--- src/i2cm_pkg.sv ---
// shared types and constants of the i2c bus monitor
package i2cm_pkg;

	localparam int TIME_BITS  = 32;
	localparam int STAMP_W    = 32;
	localparam logic [STAMP_W-1:0] STAMP_MASK = (TIME_BITS >= STAMP_W) ? '1 :
		STAMP_W'((64'd1 << TIME_BITS) - 64'd1);

	localparam int OPQ_DEPTH  = 4;
	localparam int OPQ_AW     = $clog2(OPQ_DEPTH);
	localparam int RBUF_DEPTH = 2;
	localparam int RBUF_AW    = $clog2(RBUF_DEPTH);

	localparam logic [3:0] COUNT_SKIP = 4'd15;
	localparam logic [3:0] COUNT_ACK  = 4'd8;

	typedef enum logic [1:0] {
		OP_START,
		OP_STOP,
		OP_FALL
	} op_code_t;

	typedef enum logic [2:0] {
		KIND_START     = 3'd0,
		KIND_RESTART   = 3'd1,
		KIND_STOP      = 3'd2,
		KIND_LONE_STOP = 3'd3,
		KIND_BYTE      = 3'd4
	} kind_t;

	typedef struct packed {
		op_code_t           code;
		logic               sda_prev;
		logic [STAMP_W-1:0] stamp;
	} op_t;

	typedef struct packed {
		kind_t              kind;
		logic [7:0]         data_byte;
		logic               nack;
		logic [STAMP_W-1:0] stamp;
	} result_t;

	typedef struct packed {
		logic full;
		logic empty;
	} opq_status_t;

endpackage

--- src/i2cm_op_queue.sv ---
// short queue of bus operations between the front and the back part
module i2cm_op_queue (
	input  logic                  clk,
	input  logic                  arst_n,
	input  logic                  wr_en,
	input  i2cm_pkg::op_t         wr_op,
	input  logic                  rd_en,
	output i2cm_pkg::op_t         rd_op,
	output i2cm_pkg::opq_status_t status
);
	import i2cm_pkg::*;

	op_t             entry_q [OPQ_DEPTH];
	logic [OPQ_AW-1:0] wr_ptr_q;
	logic [OPQ_AW-1:0] rd_ptr_q;
	logic [OPQ_AW:0]   count_q;
	logic              do_wr;
	logic              do_rd;

	assign status.full  = (count_q == (OPQ_AW+1)'(OPQ_DEPTH));
	assign status.empty = (count_q == '0);
	assign do_wr = wr_en && !status.full;
	assign do_rd = rd_en && !status.empty;
	assign rd_op = entry_q[rd_ptr_q];

	always_ff @(posedge clk or negedge arst_n) begin
		if (!arst_n) begin
			wr_ptr_q <= '0;
			rd_ptr_q <= '0;
			count_q  <= '0;
		end else begin
			if (do_wr) wr_ptr_q <= wr_ptr_q + 1'b1;
			if (do_rd) rd_ptr_q <= rd_ptr_q + 1'b1;
			if (do_wr && !do_rd) count_q <= count_q + 1'b1;
			else if (do_rd && !do_wr) count_q <= count_q - 1'b1;
		end
	end

	always_ff @(posedge clk) begin
		if (do_wr) entry_q[wr_ptr_q] <= wr_op;
	end

endmodule

--- src/i2cm_front.sv ---
// front part: tracks bus levels and turns change events into bus operations
module i2cm_front (
	input  logic                     clk,
	input  logic                     arst_n,
	input  logic                     push,
	output logic                     full,
	input  logic                     scl_changed,
	input  logic                     scl_new_level,
	input  logic                     sda_changed,
	input  logic                     sda_new_level,
	input  logic [31:0]              event_time,
	input  logic                     opq_full,
	output logic                     opq_wr,
	output i2cm_pkg::op_t            opq_op
);
	import i2cm_pkg::*;

	logic scl_q;
	logic sda_q;
	logic scl_nxt;
	logic sda_nxt;
	logic accept;
	logic cond;
	logic fall;

	assign full    = opq_full;
	assign accept  = push && !opq_full;
	assign scl_nxt = scl_changed ? scl_new_level : scl_q;
	assign sda_nxt = sda_changed ? sda_new_level : sda_q;
	// sda moves while scl holds high
	assign cond    = scl_nxt && !scl_changed && sda_changed;
	assign fall    = scl_changed && !scl_nxt;

	always_comb begin
		opq_op.sda_prev = sda_q;
		opq_op.stamp    = event_time & STAMP_MASK;
		if (cond) opq_op.code = sda_nxt ? OP_STOP : OP_START;
		else      opq_op.code = OP_FALL;
		opq_wr = accept && (cond || fall);
	end

	always_ff @(posedge clk or negedge arst_n) begin
		if (!arst_n) begin
			scl_q <= 1'b0;
			sda_q <= 1'b0;
		end else if (accept) begin
			scl_q <= scl_nxt;
			sda_q <= sda_nxt;
		end
	end

endmodule

--- src/i2cm_back.sv ---
// back part: frame and byte decoding, with a two-entry result buffer
module i2cm_back (
	input  logic              clk,
	input  logic              arst_n,
	input  logic              opq_empty,
	input  i2cm_pkg::op_t     opq_op,
	output logic              opq_rd,
	input  logic              pop,
	output logic              empty,
	output i2cm_pkg::result_t res
);
	import i2cm_pkg::*;

	logic                in_frame_q;
	logic [3:0]          bit_cnt_q;
	logic [7:0]          shift_q;

	result_t             rbuf_q [RBUF_DEPTH];
	logic [RBUF_AW-1:0]  wr_ptr_q;
	logic [RBUF_AW-1:0]  rd_ptr_q;
	logic [RBUF_AW:0]    count_q;

	logic                room;
	logic                emit;
	logic                do_pop;
	result_t             res_nxt;
	logic                in_frame_nxt;
	logic [3:0]          bit_cnt_nxt;
	logic [7:0]          shift_nxt;

	assign room   = (count_q != (RBUF_AW+1)'(RBUF_DEPTH));
	assign opq_rd = room && !opq_empty;
	assign empty  = (count_q == '0);
	assign do_pop = pop && !empty;
	assign res    = rbuf_q[rd_ptr_q];

	always_comb begin
		in_frame_nxt      = in_frame_q;
		bit_cnt_nxt       = bit_cnt_q;
		shift_nxt         = shift_q;
		emit              = 1'b0;
		res_nxt.kind      = KIND_BYTE;
		res_nxt.data_byte = 8'd0;
		res_nxt.nack      = 1'b0;
		res_nxt.stamp     = opq_op.stamp;
		case (opq_op.code)
			OP_START: begin
				emit         = 1'b1;
				res_nxt.kind = in_frame_q ? KIND_RESTART : KIND_START;
				in_frame_nxt = 1'b1;
				bit_cnt_nxt  = COUNT_SKIP;
				shift_nxt    = 8'd0;
			end
			OP_STOP: begin
				emit         = 1'b1;
				res_nxt.kind = in_frame_q ? KIND_STOP : KIND_LONE_STOP;
				in_frame_nxt = 1'b0;
			end
			OP_FALL: begin
				if (bit_cnt_q < COUNT_ACK) shift_nxt = {shift_q[6:0], opq_op.sda_prev};
				if (bit_cnt_q == COUNT_ACK) begin
					emit              = 1'b1;
					res_nxt.data_byte = shift_q;
					res_nxt.nack      = opq_op.sda_prev;
					bit_cnt_nxt       = 4'd0;
					shift_nxt         = 8'd0;
				end else begin
					bit_cnt_nxt = bit_cnt_q + 4'd1;
				end
			end
			default: begin
				emit = 1'b0;
			end
		endcase
	end

	always_ff @(posedge clk or negedge arst_n) begin
		if (!arst_n) begin
			in_frame_q <= 1'b0;
			bit_cnt_q  <= 4'd0;
			shift_q    <= 8'd0;
			wr_ptr_q   <= '0;
			rd_ptr_q   <= '0;
			count_q    <= '0;
		end else begin
			if (opq_rd) begin
				in_frame_q <= in_frame_nxt;
				bit_cnt_q  <= bit_cnt_nxt;
				shift_q    <= shift_nxt;
				if (emit) wr_ptr_q <= wr_ptr_q + 1'b1;
			end
			if (do_pop) rd_ptr_q <= rd_ptr_q + 1'b1;
			if ((opq_rd && emit) && !do_pop) count_q <= count_q + 1'b1;
			else if (do_pop && !(opq_rd && emit)) count_q <= count_q - 1'b1;
		end
	end

	always_ff @(posedge clk) begin
		if (opq_rd && emit) rbuf_q[wr_ptr_q] <= res_nxt;
	end

endmodule

--- src/i2c_bus_monitor_top.sv ---
// top level of the passive i2c bus monitor
// Passive i2c bus monitor fed with timestamped change events of scl and sda, one request per
// clock cycle when neither side stalls. The front part keeps the bus levels and classifies each
// event as a start, a stop, an scl falling edge or nothing; events that mean nothing are dropped
// there. A four-entry operation queue parts it from the back part, which keeps the frame flag,
// the bit counter and the shift register, and writes start, repeated start, stop, stop without
// start and byte results (with the ack bit, 1 meaning nack) into a two-entry result buffer. The
// sustained rate is one event per cycle while the result side keeps taking results, set by the
// back part, which updates its state for each operation it reads; a result passes through the
// operation queue and is registered in the result buffer before it shows on the result ports.
// Bytes are assembled from falling edges even before any start has been seen, and an event that
// moves both lines at once is never a start or a stop. No clearing pass is needed after reset.
module i2c_bus_monitor_top (
	input  logic        clk,
	input  logic        arst_n,
	// event side
	input  logic        push,
	output logic        full,
	input  logic        scl_changed,
	input  logic        scl_new_level,
	input  logic        sda_changed,
	input  logic        sda_new_level,
	input  logic [31:0] event_time,
	// result side
	output logic        empty,
	input  logic        pop,
	output logic [2:0]  event_kind,
	output logic [7:0]  data_byte,
	output logic        not_acknowledged,
	output logic [31:0] stamp
);
	import i2cm_pkg::*;

	// operation path between front and back
	logic        opq_wr;
	op_t         opq_wr_op;
	logic        opq_rd;
	op_t         opq_rd_op;
	opq_status_t opq_status;
	result_t     res;

	// front: level tracking and event classification
	i2cm_front u_front (
		.clk           (clk),
		.arst_n        (arst_n),
		.push          (push),
		.full          (full),
		.scl_changed   (scl_changed),
		.scl_new_level (scl_new_level),
		.sda_changed   (sda_changed),
		.sda_new_level (sda_new_level),
		.event_time    (event_time),
		.opq_full      (opq_status.full),
		.opq_wr        (opq_wr),
		.opq_op        (opq_wr_op)
	);

	// decoupling queue, lets either side stall on its own
	i2cm_op_queue u_opq (
		.clk    (clk),
		.arst_n (arst_n),
		.wr_en  (opq_wr),
		.wr_op  (opq_wr_op),
		.rd_en  (opq_rd),
		.rd_op  (opq_rd_op),
		.status (opq_status)
	);

	// back: frame state, byte assembly and result buffer
	i2cm_back u_back (
		.clk       (clk),
		.arst_n    (arst_n),
		.opq_empty (opq_status.empty),
		.opq_op    (opq_rd_op),
		.opq_rd    (opq_rd),
		.pop       (pop),
		.empty     (empty),
		.res       (res)
	);

	// oldest waiting result
	assign event_kind       = res.kind;
	assign data_byte        = res.data_byte;
	assign not_acknowledged = res.nack;
	assign stamp            = res.stamp;

endmodule

--- config.mk ---
export PLATFORM = sky130hd
export DESIGN_NAME = i2c_bus_monitor_top
export DESIGN_NICKNAME = d
export VERILOG_FILES = /design/src/i2cm_pkg.sv /design/src/i2cm_op_queue.sv /design/src/i2cm_front.sv /design/src/i2cm_back.sv /design/src/i2c_bus_monitor_top.sv
export SDC_FILE = /design/constraint.sdc
export NUM_CORES = 1
export LEC_CHECK = 0
export BUFFER_PORTS_ARGS = -buffer_cell sky130_fd_sc_hd__buf_2
export CAP_MARGIN = 20
export CORE_MARGIN = 2
export CORE_UTILIZATION = 35
export CTS_CLUSTER_DIAMETER = 120
export DETAILED_ROUTE_END_ITERATION = 12
export SLEW_MARGIN = 20
export SYNTH_ARGS = -nofsm -noshare
export SYNTH_HDL_FRONTEND = slang
export SYNTH_HIERARCHICAL = 1
export SYNTH_SLANG_ARGS = --single-unit
--- constraint.sdc ---
create_clock -name clk -period 5.5 [get_ports clk]
set_clock_uncertainty 0.05 [all_clocks]
set_input_delay 1.1 -clock clk [delete_from_list [all_inputs] [get_ports clk]]
set_output_delay 1.1 -clock clk [all_outputs]
set_load 0.005 [all_outputs]
==> metrics.md, run 1 <==
| Metric | Value |
|---|---|
| Worst Tran Pin Value | 1.06 ns |
| Largest stage delay, worst path | between 0.9 and 1 ns |
| # Post-CTS Setup Buffers | 0 |
| Setup Viol. Count Final | 0 |
| Clock tree buffer depth | 3 |
| Peak supply drop | between 0.2 and 0.25 mV |
| Comb power frac | 24.8% |
| Sequential power share | 48.4% |
| Die area | around 0.03 sq mm |
| Post-Synth Adder-Cell Area | 1.20% |
| CP Max Fanout | 36 |
| Vias in the first global route | 4704 |
| Multiplexer area fraction after synthesis | between 10% and 20% |
| Post-route setup TNS | 0 ns |
| Cell Pwr Density | between 500 and 600 mW/mm^2 |
| Cell Chain, Critical Path | mux4_2, nand4bb_1, a211oi_2, nor2b_4, buf_4 |
| Post-DR wirelength/cell | ~18 microns |
| Cells after DPL | around 900 |
| Register Area | 0.00750 sq mm |
| Finished Core Util | 40.5% |
| Required @ worst endpoint | 5.62 ns |
| I/O pin count | between 80 and 90 |
| Crit path depth | 5 |
| Hold crit path type | reg -> reg |
| Highest-count cells in the layout ignoring fill and taps | edfxtp_1, buf_2, mux2_2, mux4_2, clkbuf_16 |
| Die Y-Extent | between 150 and 200 microns |
| Max Transition Viols Final | 0 |
| CP bufs+invs | 1 |
| Ys flop type | edfxtp_1 |
| Switching power | approximately 1700 uW |
| CTS tree | done |
| Hold Buf Count CTS | 0 |
| Fmax | around 280 MHz |
| Nets@finish | 600 |
| Run status | finished, final reports clean |
| Area occupied by multi-input gates | 0.00210 sq mm |
| # rows | 61 |
| Post-Syn Area | about 0.01 sq mm |
| Total of fill cells in the finished design | ~2.5k |
| Routability Congestion | 0.695 |
| Clk Tree Root Cell | clkbuf_16 |
| Synthesized instance count | 488 |
| Hold path depth | 1 |
| First-pass DRT Iterations | 4 |
| Num CTS Buffers | 26 |
| Avg Inst Size Synth | between 20 and 25 sq um |
| Largest net degree at the start of global routing | 46 |
| Xor and xnor fraction of the mapped netlist area | under 10% |
| Clk_lat worst skew | approximately 0.51 ns |
| Vias per cell | 4.67 |
| CP startpoint kind | flop |
| CP top delay family | flip-flops |
| DRC errors left | 0 |
| GR Util All Layers | ~11% |
| Simple-Gate Fraction of Synth Area | 3.00% |
| Sw frac | between 20 and 30% |
| Clock-pin transition on the worst setup and hold timing paths | ~0.06 ns |
| Grt total ovfl | 0 |
| Crit end category | flop |
| Leak | roughly 0.004 uW |
| Clock tree sinks | roughly 250 |
| Post-synth cell types | 44 |
| DP HPWL | about 11000 microns |
| Max_slew headroom | between 20% and 30% |
| Share of the clock period used by the worst path | roughly 64% |
| Sequential fraction of the synthesis area | approximately 75% |
| Worst R2R Path Depth | 5 |
| Final hold vios | 0 |
| Post-CTS sizing | 0 |
| P_int | ~4400 uW |
| Slowest CP cell | dfrtp_2 |
| Commonest non-fill, non-tap cell in the layout | edfxtp_1 |
| Initial core utilization | a little over a third |
| # diodes | 0 |
| Post-synth EDFFs | 228 |
| Die Wd | 173 microns |
| Core area | between 0.02 and 0.03 sq mm |
| Synth Area in Compound Gates | 1.90% |
| Worst Min Path Start | u_opq/count_q[2] |
| Final wirelength | 17300 microns |
| Global-route wire length before repair | 26500 microns |
| Min-Delay Endpoint | u_opq/count_q[2] |
| RSZ-0062 raised after global routing | false |
| Layout cell share with drive strength beyond 1 | between 30% and 40% |
| Max Cap Viol | 0 |
| Initial DRC count | ~260 |
| Asr flop ratio synth | roughly a tenth |
| Largest family of logic cells by synthesized area | multiplexers |
| Synthesized netlist net count | around 540 |
| CP arrival | 3.65 ns |
| Reg2reg end | u_back/rbuf_q[0][43] |
| Non-filler cells in the finished layout | between 900 and 1k |
| Biggest area consumer among synthesized cells | edfxtp_1 |
| Htree depth | 1 |
| Critical path type | reg -> reg |
| Worst r2r src | u_opq/rd_ptr_q[1] |
| Area growth syn-to-layout | 13.4% |
| Clock share of power | between 20% and 30% |
| Top-area cell type share of the netlist area | between 60% and 70% |
| Flop2flop setup slack | 1.96 ns |
| Port buffer count | 85 |
| Post-route ant nets | 0 |
| Initial antenna violation count | 0 |
| Synth area leaders | edfxtp_1, dfrtp_1, mux4_2 |
| Synth Register Bits | roughly 250 |
| Vias | roughly 4.4k |
| Synth warnings | 6 |
| Crit path time final | about 3.5 ns |
## per-stage QoR
stage | hold WS [ns] | total power, uW | cell area, sq um | setup WS [ns]
6_report | 0.445 | 6160 | 11400 | 1.96
5_1_grt | 0.460 | 6500 | 11400 | 1.72
4_1_cts | 0.446 | 6270 | 11400 | 1.85
3_3_place_gp | 0.417 | 4530 | 10500 | 1.97
3_5_place_dp | 0.436 | 4610 | 10500 | 1.86
2_1_floorplan | 0.395 | 4100 | 10000 | 1.27
## Yosys cell counts, types with 5 or more instances
| cell | number |
|---|---|
| mux4_2 | 28 |
| buf_4 | 34 |
| inv_1 | 9 |
| edfxtp_1 | 228 |
| buf_2 | 11 |
| xor2_1 | 5 |
| nor2_1 | 7 |
| mux2_2 | 45 |
| ha_1 | 8 |
| mux4_1 | 7 |
| and2_1 | 14 |
| a22o_1 | 8 |
| dfrtp_1 | 26 |
| xnor2_1 | 7 |
## flip-flops by register name, summed over array words and instances (netlist names), 2 cells and up
register          count
u_back/bit_cnt_q      4
u_back/count_q        2
u_back/rbuf_q        88
u_back/shift_q        8
u_opq/count_q         3
u_opq/entry_q       140
u_opq/rd_ptr_q        2
u_opq/wr_ptr_q        2
## worst reg2reg max path, stage by stage, from the launching register on
cell and delay [ns]:
dfrtp_2 0.97, mux4_2 0.48, nand4bb_1 0.23, a211oi_2 0.38
nor2b_4 0.61, buf_4 0.48
## per-layer routing
metal / GRT usage [%] / vias to the layer above / wire length, microns
met5: 0 / - / 0
met3: 2.46 / 21 / 721
li1: - / 2015 / -
met1: 14.3 / 2281 / 7470
met2: 20.0 / 97 / 8820
met4: 2.93 / 0 / 289
## power by group through the flow
| stage | clock network, uW | registers [uW] | logic, uW |
|---|---|---|---|
| detailed placement | 0 | 3030 | 1580 |
| floorplan | 0 | 2810 | 1280 |
| global route | 1770 | 3040 | 1690 |
| CTS | 1690 | 3000 | 1580 |
| global placement | 0 | 3010 | 1530 |
| finish | 1650 | 2980 | 1530 |
## cells by family after synthesis
logic type | after synthesis
AOI/OAI and AO/OA | 23
xor gates and xnor gates | 12
adders and majority gates | 9
buffers and inverters | 61
DFF | 254
muxes | 83
and+or+nand+nor | 46
## area by class of cell
cell class,instances,share of cell area (%)
Sequential cell,254,66.1
Multi-Input combinational cell,173,18.5
Clock buffer,33,6.15
Tap cell,378,4.16
Timing Repair Buffer,87,3.88
Clock inverter,12,0.970
Inverter,9,0.297
## worst max path at each step
stage	startpoint	to	slack, ns
finish	u_opq/rd_ptr_q[1]	u_back/rbuf_q[0][43]	1.96
global route	u_opq/rd_ptr_q[1]	u_back/rbuf_q[0][43]	1.72
CTS	u_opq/rd_ptr_q[1]	u_back/rbuf_q[0][43]	1.85
detailed placement	u_opq/rd_ptr_q[1]	u_back/rbuf_q[0][12]	1.86
global placement	u_opq/rd_ptr_q[1]	u_back/rbuf_q[0][7]	1.97
floorplan	u_opq/rd_ptr_q[0]	u_back/rbuf_q[0][0]	1.27
Note: power is estimated with default switching activity, not from simulation.
==> inputs of run 2 (changes only) <==
ABC_AREA = 1   (was unset)
clock period = 3.6 ns   (was 5.5 ns; I/O delays follow)
==> run 2 against run 1 <==
Compared with the run above:
- utilization is 0.090 points lower
- fmax is 5.8% higher
- final cell count is 44% higher
- setup slack worse by 1.7 ns
- clock-buffer cell count is 2 higher
- total power is 66% higher
- sequential power is 48% higher
- sequential share of layout area is 3.9 points lower
- clock power is 56% higher
- global-route usage is 1.8 points higher
- routed wire length is 20% higher
- synthesized cell count is 83% higher
- critical path type unchanged
==> metrics.md, run 2 <==
| Metric | Value |
|---|---|
| Die Y-Extent | 178 microns (was 173 microns) |
| Htree depth | 1 (unchanged) |
| Setup Viol. Count Final | 0 (unchanged) |
| DP HPWL | 12500 microns (was 10800 microns) |
| Cell Pwr Density | 846 mW/mm^2 (was 542 mW/mm^2) |
| Synth cell count leaders | nand2_1, edfxtp_1, inv_1, o211ai_1, buf_4 (was edfxtp_1, mux2_2, buf_4, mux4_2, dfrtp_1) |
| Area growth syn-to-layout | 13.3% (was 13.4%) |
| CP arrival | 3.48 ns (was 3.65 ns) |
| CTS tree | done (unchanged) |
| Nets@finish | 998 (was 600) |
| CP startpoint kind | flop (unchanged) |
| Critical path type | reg -> reg (unchanged) |
| GR Util All Layers | 13.2% (was 11.4%) |
| Clock-pin transition on the worst setup and hold timing paths | 0.06 ns (about the same) |
| Synthesized netlist net count | 941 (was 537) |
| Run status | finished, final reports clean (unchanged) |
| Post-synth EDFFs | 228 (unchanged) |
| Final wirelength | 20700 microns (was 17300 microns) |
| Num CTS Buffers | 27 (was 26) |
| Synth area leaders | edfxtp_1, nand2_1, dfrtp_1 (was edfxtp_1, dfrtp_1, mux4_2) |
| Synth Register Bits | 254 (unchanged) |
| I/O pin count | 86 (unchanged) |
| Crit end category | flop (unchanged) |
| Post-CTS sizing | 0 (unchanged) |
| Largest net degree at the start of global routing | 77 (was 46) |
| Grt total ovfl | 0 (unchanged) |
| Worst R2R Path Depth | 11 (was 5) |
| RSZ-0062 raised after global routing | false (unchanged) |
| GR met2 Demand/Resource | 22.0% (was 20.0%) |
| Max_slew headroom | 40.7% (was 29.1%) |
| Sequential power share | 43.2% (was 48.4%) |
| Commonest non-fill, non-tap cell in the layout | nand2_1 (was edfxtp_1) |
| Port buffer count | 85 (unchanged) |
| Avg Inst Size Synth | 11.9 sq um (was 20.5 sq um) |
| Clk Tree Root Cell | clkbuf_16 (unchanged) |
| Share of the clock period used by the worst path | 92.8% (was 64.3%) |
| Die Wd | 178 microns (was 173 microns) |
| Synth warnings | 6 (unchanged) |
| Top-area cell type share of the netlist area | 64.4% (was 68.4%) |
| Synthesized instance count | 892 (was 488) |
| Sw frac | 34.6% (was 27.8%) |
| Initial DRC count | 307 (was 256) |
| Worst r2r src | u_opq/rd_ptr_q[1] (unchanged) |
| # Post-CTS Setup Buffers | 0 (unchanged) |
| Peak supply drop | 0.610 mV (was 0.213 mV) |
| GR peak layer | met2 (unchanged) |
| Post-route ant nets | 0 (unchanged) |
| Initial antenna violation count | 5 (was 0) |
| Initial core utilization | 35.7% (about the same) |
| Flip-flop count of the largest register after layout | 140 (unchanged) |
| Ys flop type | edfxtp_1 (unchanged) |
| Clock tree buffer depth | 3 (unchanged) |
| Max Transition Viols Final | 0 (unchanged) |
| Leak | 0.00494 uW (was 0.00392 uW) |
| Asr flop ratio synth | 10.2% (unchanged) |
| Vias per cell | 4.58 (was 4.67) |
| Layout cell share with drive strength beyond 1 | 17.1% (was 37.3%) |
| Comb power frac | 31.5% (was 24.8%) |
| Biggest area consumer among synthesized cells | edfxtp_1 (unchanged) |
| Worst Tran Pin Value | 0.888 ns (was 1.06 ns) |
| Post-Syn Area | 0.0106 sq mm (was 0.0100 sq mm) |
| Reg2reg end | u_back/rbuf_q[0][28] (was u_back/rbuf_q[0][43]) |
| Crit path time final | 3.34 ns (was 3.54 ns) |
| DRC errors left | 0 (unchanged) |
| Global-route wire length before repair | 32500 microns (was 26500 microns) |
| Max Cap Viol | 0 (unchanged) |
| Post-route setup TNS | 0 ns (unchanged) |
| Total of fill cells in the finished design | 2866 (was 2474) |
| PnR Total Power | 10200 uW (was 6160 uW) |
| Vias | 6242 (was 4414) |
| Required @ worst endpoint | 3.74 ns (was 5.62 ns) |
| Die area | 0.0318 sq mm (was 0.0300 sq mm) |
| Met1 GRT Util | 17.4% (was 14.3%) |
| # rows | 63 (was 61) |
| Cells after DPL | 1310 (was 901) |
| Clock share of power | 25.3% (was 26.8%) |
| Most flops, register | u_opq/entry_q (unchanged) |
| Final hold vios | 0 (unchanged) |
| Routability Congestion | 0.726 (was 0.695) |
| Non-filler cells in the finished layout | 1362 (was 946) |
| Count leader, synth | nand2_1 (was edfxtp_1) |
| CP Max Fanout | 17 (was 36) |
| Met3 Use GR | 3.07% (was 2.46%) |
| Post-synth cell types | 29 (was 44) |
| Clock tree sinks | 254 (unchanged) |
| Switching power | 3520 uW (was 1710 uW) |
| Hold crit path type | in -> async (was reg -> reg) |
| Highest-count cells in the layout ignoring fill and taps | nand2_1, edfxtp_1, inv_1, buf_2, o211ai_1 (was edfxtp_1, buf_2, mux2_2, mux4_2, clkbuf_16) |
| Sequential fraction of the synthesis area | 70.5% (was 74.9%) |
| First-pass DRT Iterations | 4 (unchanged) |
| Post-DR wirelength/cell | 15.2 microns (was 18.3 microns) |
| Top Registers | u_opq/entry_q (140), u_back/rbuf_q (88), u_back/shift_q (8) (unchanged) |
| Core area | 0.0298 sq mm (was 0.0280 sq mm) |
| Flop2flop setup slack | 0.26 ns (was 1.96 ns) |
| Vias in the first global route | 5931 (was 4704) |
| P_int | 6670 uW (was 4450 uW) |
| Clk_lat worst skew | 0.52 ns (was 0.51 ns) |
| Fmax | 299 MHz (was 283 MHz) |
| Hold Buf Count CTS | 0 (unchanged) |
[run 2: cells by family after synthesis]
kind of cell	count (synthesis)	share of synthesized area [%]
buffers and inverters	180	8.53
AND/OR/NAND/NOR	360	13.8
AO/OA/AOI/OAI	84	5.68
flip-flops	254	70.5
adder cells (fa/ha/maj)	9	1.13
XOR/XNOR	5	0.412
[run 2: power by group through the flow]
stage	sequential (uW)	clock, uW	combinational [uW]
after global placement	4450	0	3210
after detailed placement	4460	0	3280
after CTS	4410	2660	3300
after floorplan	4400	0	2290
final	4400	2580	3210
after global routing	4470	2770	3680
[run 2: stage by stage]
| step | worst slack, ns | util (%) | area (sq um) | hold WS [ns] |
|---|---|---|---|---|
| final | 0.258 | 40.5 | 12100 | 0.178 |
| after global routing | 0.0000639 | 40.4 | 12000 | 0.222 |
| after CTS | 0.217 | 40.4 | 12000 | 0.180 |
| after detailed placement | 0.227 | 37.6 | 11200 | 0.409 |
| after global placement | 0.353 | 37.6 | 11200 | 0.404 |
| after floorplan | 0.430 | - | 10600 | 0.374 |
[run 2: critical path, stage by stage, from the launching register on]
cell and delay, ns:
dfrtp_2 0.50, clkinv_1 0.49, o211ai_1 0.26, nand2_1 0.10
inv_1 0.32, nand2_1 0.21, inv_2 0.15, nand2_2 0.06
nand2_2 0.08, nand3_1 0.10, inv_2 0.30, buf_4 0.37
[run 2: per-layer routing]
layer / up-vias / wire [microns]
met1: 2994 / 9300
met4: 4 / 408
met5: - / 15
met3: 37 / 1200
met2: 112 / 9770
li1: 3095 / -
[run 2: cell type report]
class | instances | area, sq um | area share (%)
antenna | 3 | 7.51 | 0.0623
tap | 390 | 488 | 4.05
clock inverter | 14 | 101 | 0.841
timing repair buffer | 98 | 536 | 4.44
sequential | 254 | 7500 | 62.2
clock buffer | 35 | 736 | 6.10
inverter | 110 | 415 | 3.45
multi-input combinational | 458 | 2270 | 18.8
[run 2: worst max path at each step]
stage                            from                    to  cells after the start
floorplan                 scl_changed   u_opq/entry_q[0][0]                      5
global placement    u_opq/rd_ptr_q[1]   u_back/rbuf_q[1][4]                     11
detailed placement  u_opq/rd_ptr_q[1]   u_back/rbuf_q[1][3]                     11
CTS                 u_opq/rd_ptr_q[1]  u_back/rbuf_q[1][24]                     11
global route        u_opq/rd_ptr_q[1]  u_back/rbuf_q[0][27]                     11
finish              u_opq/rd_ptr_q[1]  u_back/rbuf_q[0][28]                     11
==> inputs of run 3 (changes only) <==
ABC_AREA = unset   (was 1)
CELL_PAD_IN_SITES_DETAIL_PLACEMENT = 1   (was unset)
CELL_PAD_IN_SITES_GLOBAL_PLACEMENT = 2   (was unset)
CORE_UTILIZATION = 40   (was 35)
PLACE_DENSITY_LB_ADDON = 0.1   (was unset)
==> run 3 against run 2 <==
Compared with the run above:
- flip-flop and latch count is the same
- die area shrank 17%
- sequential power is essentially flat
- critical path depth shrank 8
- worst hold slack lost 0.014 ns
- utilization grew 6.5 points
- critical path type is now reg -> out
- setup slack gained 0.28 ns
- fmax grew 9.0%
- routed wire length shrank 12%
- global-route usage grew 1.0 points
- total power shrank 4.9%
- highest routed layer is now met4
- final cell count shrank 33%
==> metrics.md, run 3 (synthesis results as in run 1) <==
| Metric | Value |
|---|---|
| Run status | finished, final reports clean (unchanged) |
| CP Max Fanout | 25 (was 17) |
| Post-DR wirelength/cell | 20.1 microns (was 15.2 microns) |
| Critical path type | reg -> out (was reg -> reg) |
| Share of the clock period used by the worst path | 85.2% (was 92.8%) |
| Top Metal Used | met4 (was met5) |
| Die area | 0.0263 sq mm (was 0.0318 sq mm) |
| Vias per cell | 4.96 (was 4.58) |
| Port buffer count | 85 (unchanged) |
| Max Transition Viols Final | 0 (unchanged) |
| Global-route wire length before repair | 28500 microns (was 32500 microns) |
| First-pass DRT Iterations | 4 (unchanged) |
| Htree depth | 1 (unchanged) |
| Num CTS Buffers | 28 (was 27) |
| Clock tree buffer depth | 3 (unchanged) |
| CP arrival | 2.30 ns (was 3.48 ns) |
| # rows | 57 (was 63) |
| Fin area | 0.0115 sq mm (was 0.0121 sq mm) |
| CP startpoint kind | flop (unchanged) |
| I/O pin count | 86 (unchanged) |
| Largest stage delay, worst path | 0.82 ns (was 0.50 ns) |
| Peak supply drop | 0.399 mV (was 0.610 mV) |
| Max_slew headroom | 52.8% (was 40.7%) |
| Max Cap Viol | 0 (unchanged) |
| Clk_lat worst skew | 0.53 ns (was 0.52 ns) |
| Crit path time final | 3.07 ns (was 3.34 ns) |
| Clock-pin transition on the worst setup and hold timing paths | 0.06 ns (about the same) |
| Final hold vios | 0 (unchanged) |
| Reg2reg end | u_back/rbuf_q[0][37] (was u_back/rbuf_q[0][28]) |
| DP HPWL | 11400 microns (was 12500 microns) |
| Routed length on met3 | 667 microns (was 1200 microns) |
| Routability Congestion | 0.686 (was 0.726) |
| Cell Chain, Critical Path | buf_4, mux2_2, buf_2 (was clkinv_1, o211ai_1, nand2_1, inv_1, nand2_1, inv_2, nand2_2, nand2_2, nand3_1, inv_2, buf_4) |
| Initial antenna violation count | 0 (was 5) |
| Setup Viol. Count Final | 0 (unchanged) |
| Die Wd | 162 microns (was 178 microns) |
| Leak | 0.00402 uW (was 0.00494 uW) |
| Clk Tree Root Cell | clkbuf_16 (unchanged) |
| Area post-placement | 0.0106 sq mm (was 0.0112 sq mm) |
| Top Registers | u_opq/entry_q (140), u_back/rbuf_q (88), u_back/shift_q (8) (unchanged) |
| Worst R2R Path Depth | 5 (was 11) |
| Fmax | 326 MHz (was 299 MHz) |
| Required @ worst endpoint | 2.83 ns (was 3.74 ns) |
| Flip-flop count of the largest register after layout | 140 (unchanged) |
| Post-route setup TNS | 0 ns (unchanged) |
| Highest-count cells in the layout ignoring fill and taps | edfxtp_1, buf_2, mux2_2, clkbuf_16, mux4_2 (was nand2_1, edfxtp_1, inv_1, buf_2, o211ai_1) |
| GR Util All Layers | 14.2% (was 13.2%) |
| Hold crit path type | in -> async (unchanged) |
| Worst r2r src | u_opq/rd_ptr_q[1] (unchanged) |
| Vias | 4500 (was 6242) |
| Core area | 0.0245 sq mm (was 0.0298 sq mm) |
| Die Y-Extent | 162 microns (was 178 microns) |
| Finished Core Util | 47.0% (was 40.5%) |
| Initial core utilization | 40.9% (was 35.7%) |
| Initial DRC count | 206 (was 307) |
| Layout cell share with drive strength beyond 1 | 39.1% (was 17.1%) |
| Hold Buf Count CTS | 0 (unchanged) |
| Post-route ant nets | 0 (unchanged) |
| M1 WL | 7950 microns (was 9300 microns) |
| # Post-CTS Setup Buffers | 0 (unchanged) |
| Clock tree sinks | 254 (unchanged) |
| Crit path launch | u_back/rd_ptr_q (was u_opq/rd_ptr_q[1]) |
| Nets@finish | 611 (was 998) |
| Grt total ovfl | 0 (unchanged) |
| CTS tree | done (unchanged) |
| Most flops, register | u_opq/entry_q (unchanged) |
| Cell Pwr Density | 844 mW/mm^2 (was 846 mW/mm^2) |
| DRC errors left | 0 (unchanged) |
| Worst Tran Pin Value | 0.708 ns (was 0.888 ns) |
| Largest net degree at the start of global routing | 45 (was 77) |
| Final wirelength | 18200 microns (was 20700 microns) |
| Crit end category | primary output (was flop) |
| Area growth syn-to-layout | 14.7% (was 13.3%) |
| RSZ-0062 raised after global routing | false (unchanged) |
| Post-CTS sizing | 0 (unchanged) |
| Detail Route met2 WL | 9160 microns (was 9770 microns) |
| Flop2flop setup slack | 0.83 ns (was 0.26 ns) |
| Vias in the first global route | 4925 (was 5931) |
| Commonest non-fill, non-tap cell in the layout | edfxtp_1 (was nand2_1) |
| Slowest CP cell | dfrtp_2 (unchanged) |
| # diodes | 0 (was 3) |
## run 3: cell count changes in the layout (fill, tap and decap cells not counted), sizes merged, moves of 31 or more
cell / delta
nand3: -31
mux4: +35
o211ai: -70
nand2: -293
inv: -99
mux2: +48
## run 3: report_power, final
part	internal [uW]	leakage (uW)	switching, uW
registers	4090	0.00240	328
logic	1280	0.00120	1330
clock network	1580	0.000429	1100
## run 3: routing by layer
metal,vias up,global-route usage (%)
li1,2038,-
met2,85,24.6
met5,-,0
met3,31,2.32
met4,0,4.42
met1,2346,18.5
## run 3: layout make-up
cell class                      count  area, sq um
Fill cell                        2258        13000
Sequential cell                   254         7500
Multi-Input combinational cell    173         2100
Clock buffer                       36          731
Timing Repair Buffer               96          583
Tap cell                          324          405
Clock inverter                     15          140
Inverter                            9         33.8
## run 3: how the worst max path moves through the flow
stage / to / slack, ns / cells after the start
6_report: stamp[2] / 0.53 / 3
4_1_cts: stamp[2] / 0.43 / 3
3_3_place_gp: u_opq/count_q[2] / 0.58 / 10
5_1_grt: stamp[2] / 0.39 / 3
3_5_place_dp: u_opq/count_q[2] / 0.49 / 10
2_1_floorplan: u_back/rbuf_q[0][0] / 0.19 / 6
## run 3: critical path, delay by kind of cell (launching register included)
kind / cells / cell delay, ns
buf+inv: 2 / 0.54
mux: 1 / 0.38
flops: 1 / 0.82
## run 3: metrics by stage
step / power, uW / worst slack, ns / instances / hold slack (ns)
after floorplan: 6250 / 0.193 / 488 / 0.374
after global placement: 7080 / 0.576 / 856 / 0.421
after detailed placement: 7170 / 0.487 / 856 / 0.419
after CTS: 9890 / 0.427 / 907 / 0.164
after global routing: 10200 / 0.391 / 907 / 0.193
final: 9690 / 0.534 / 907 / 0.164
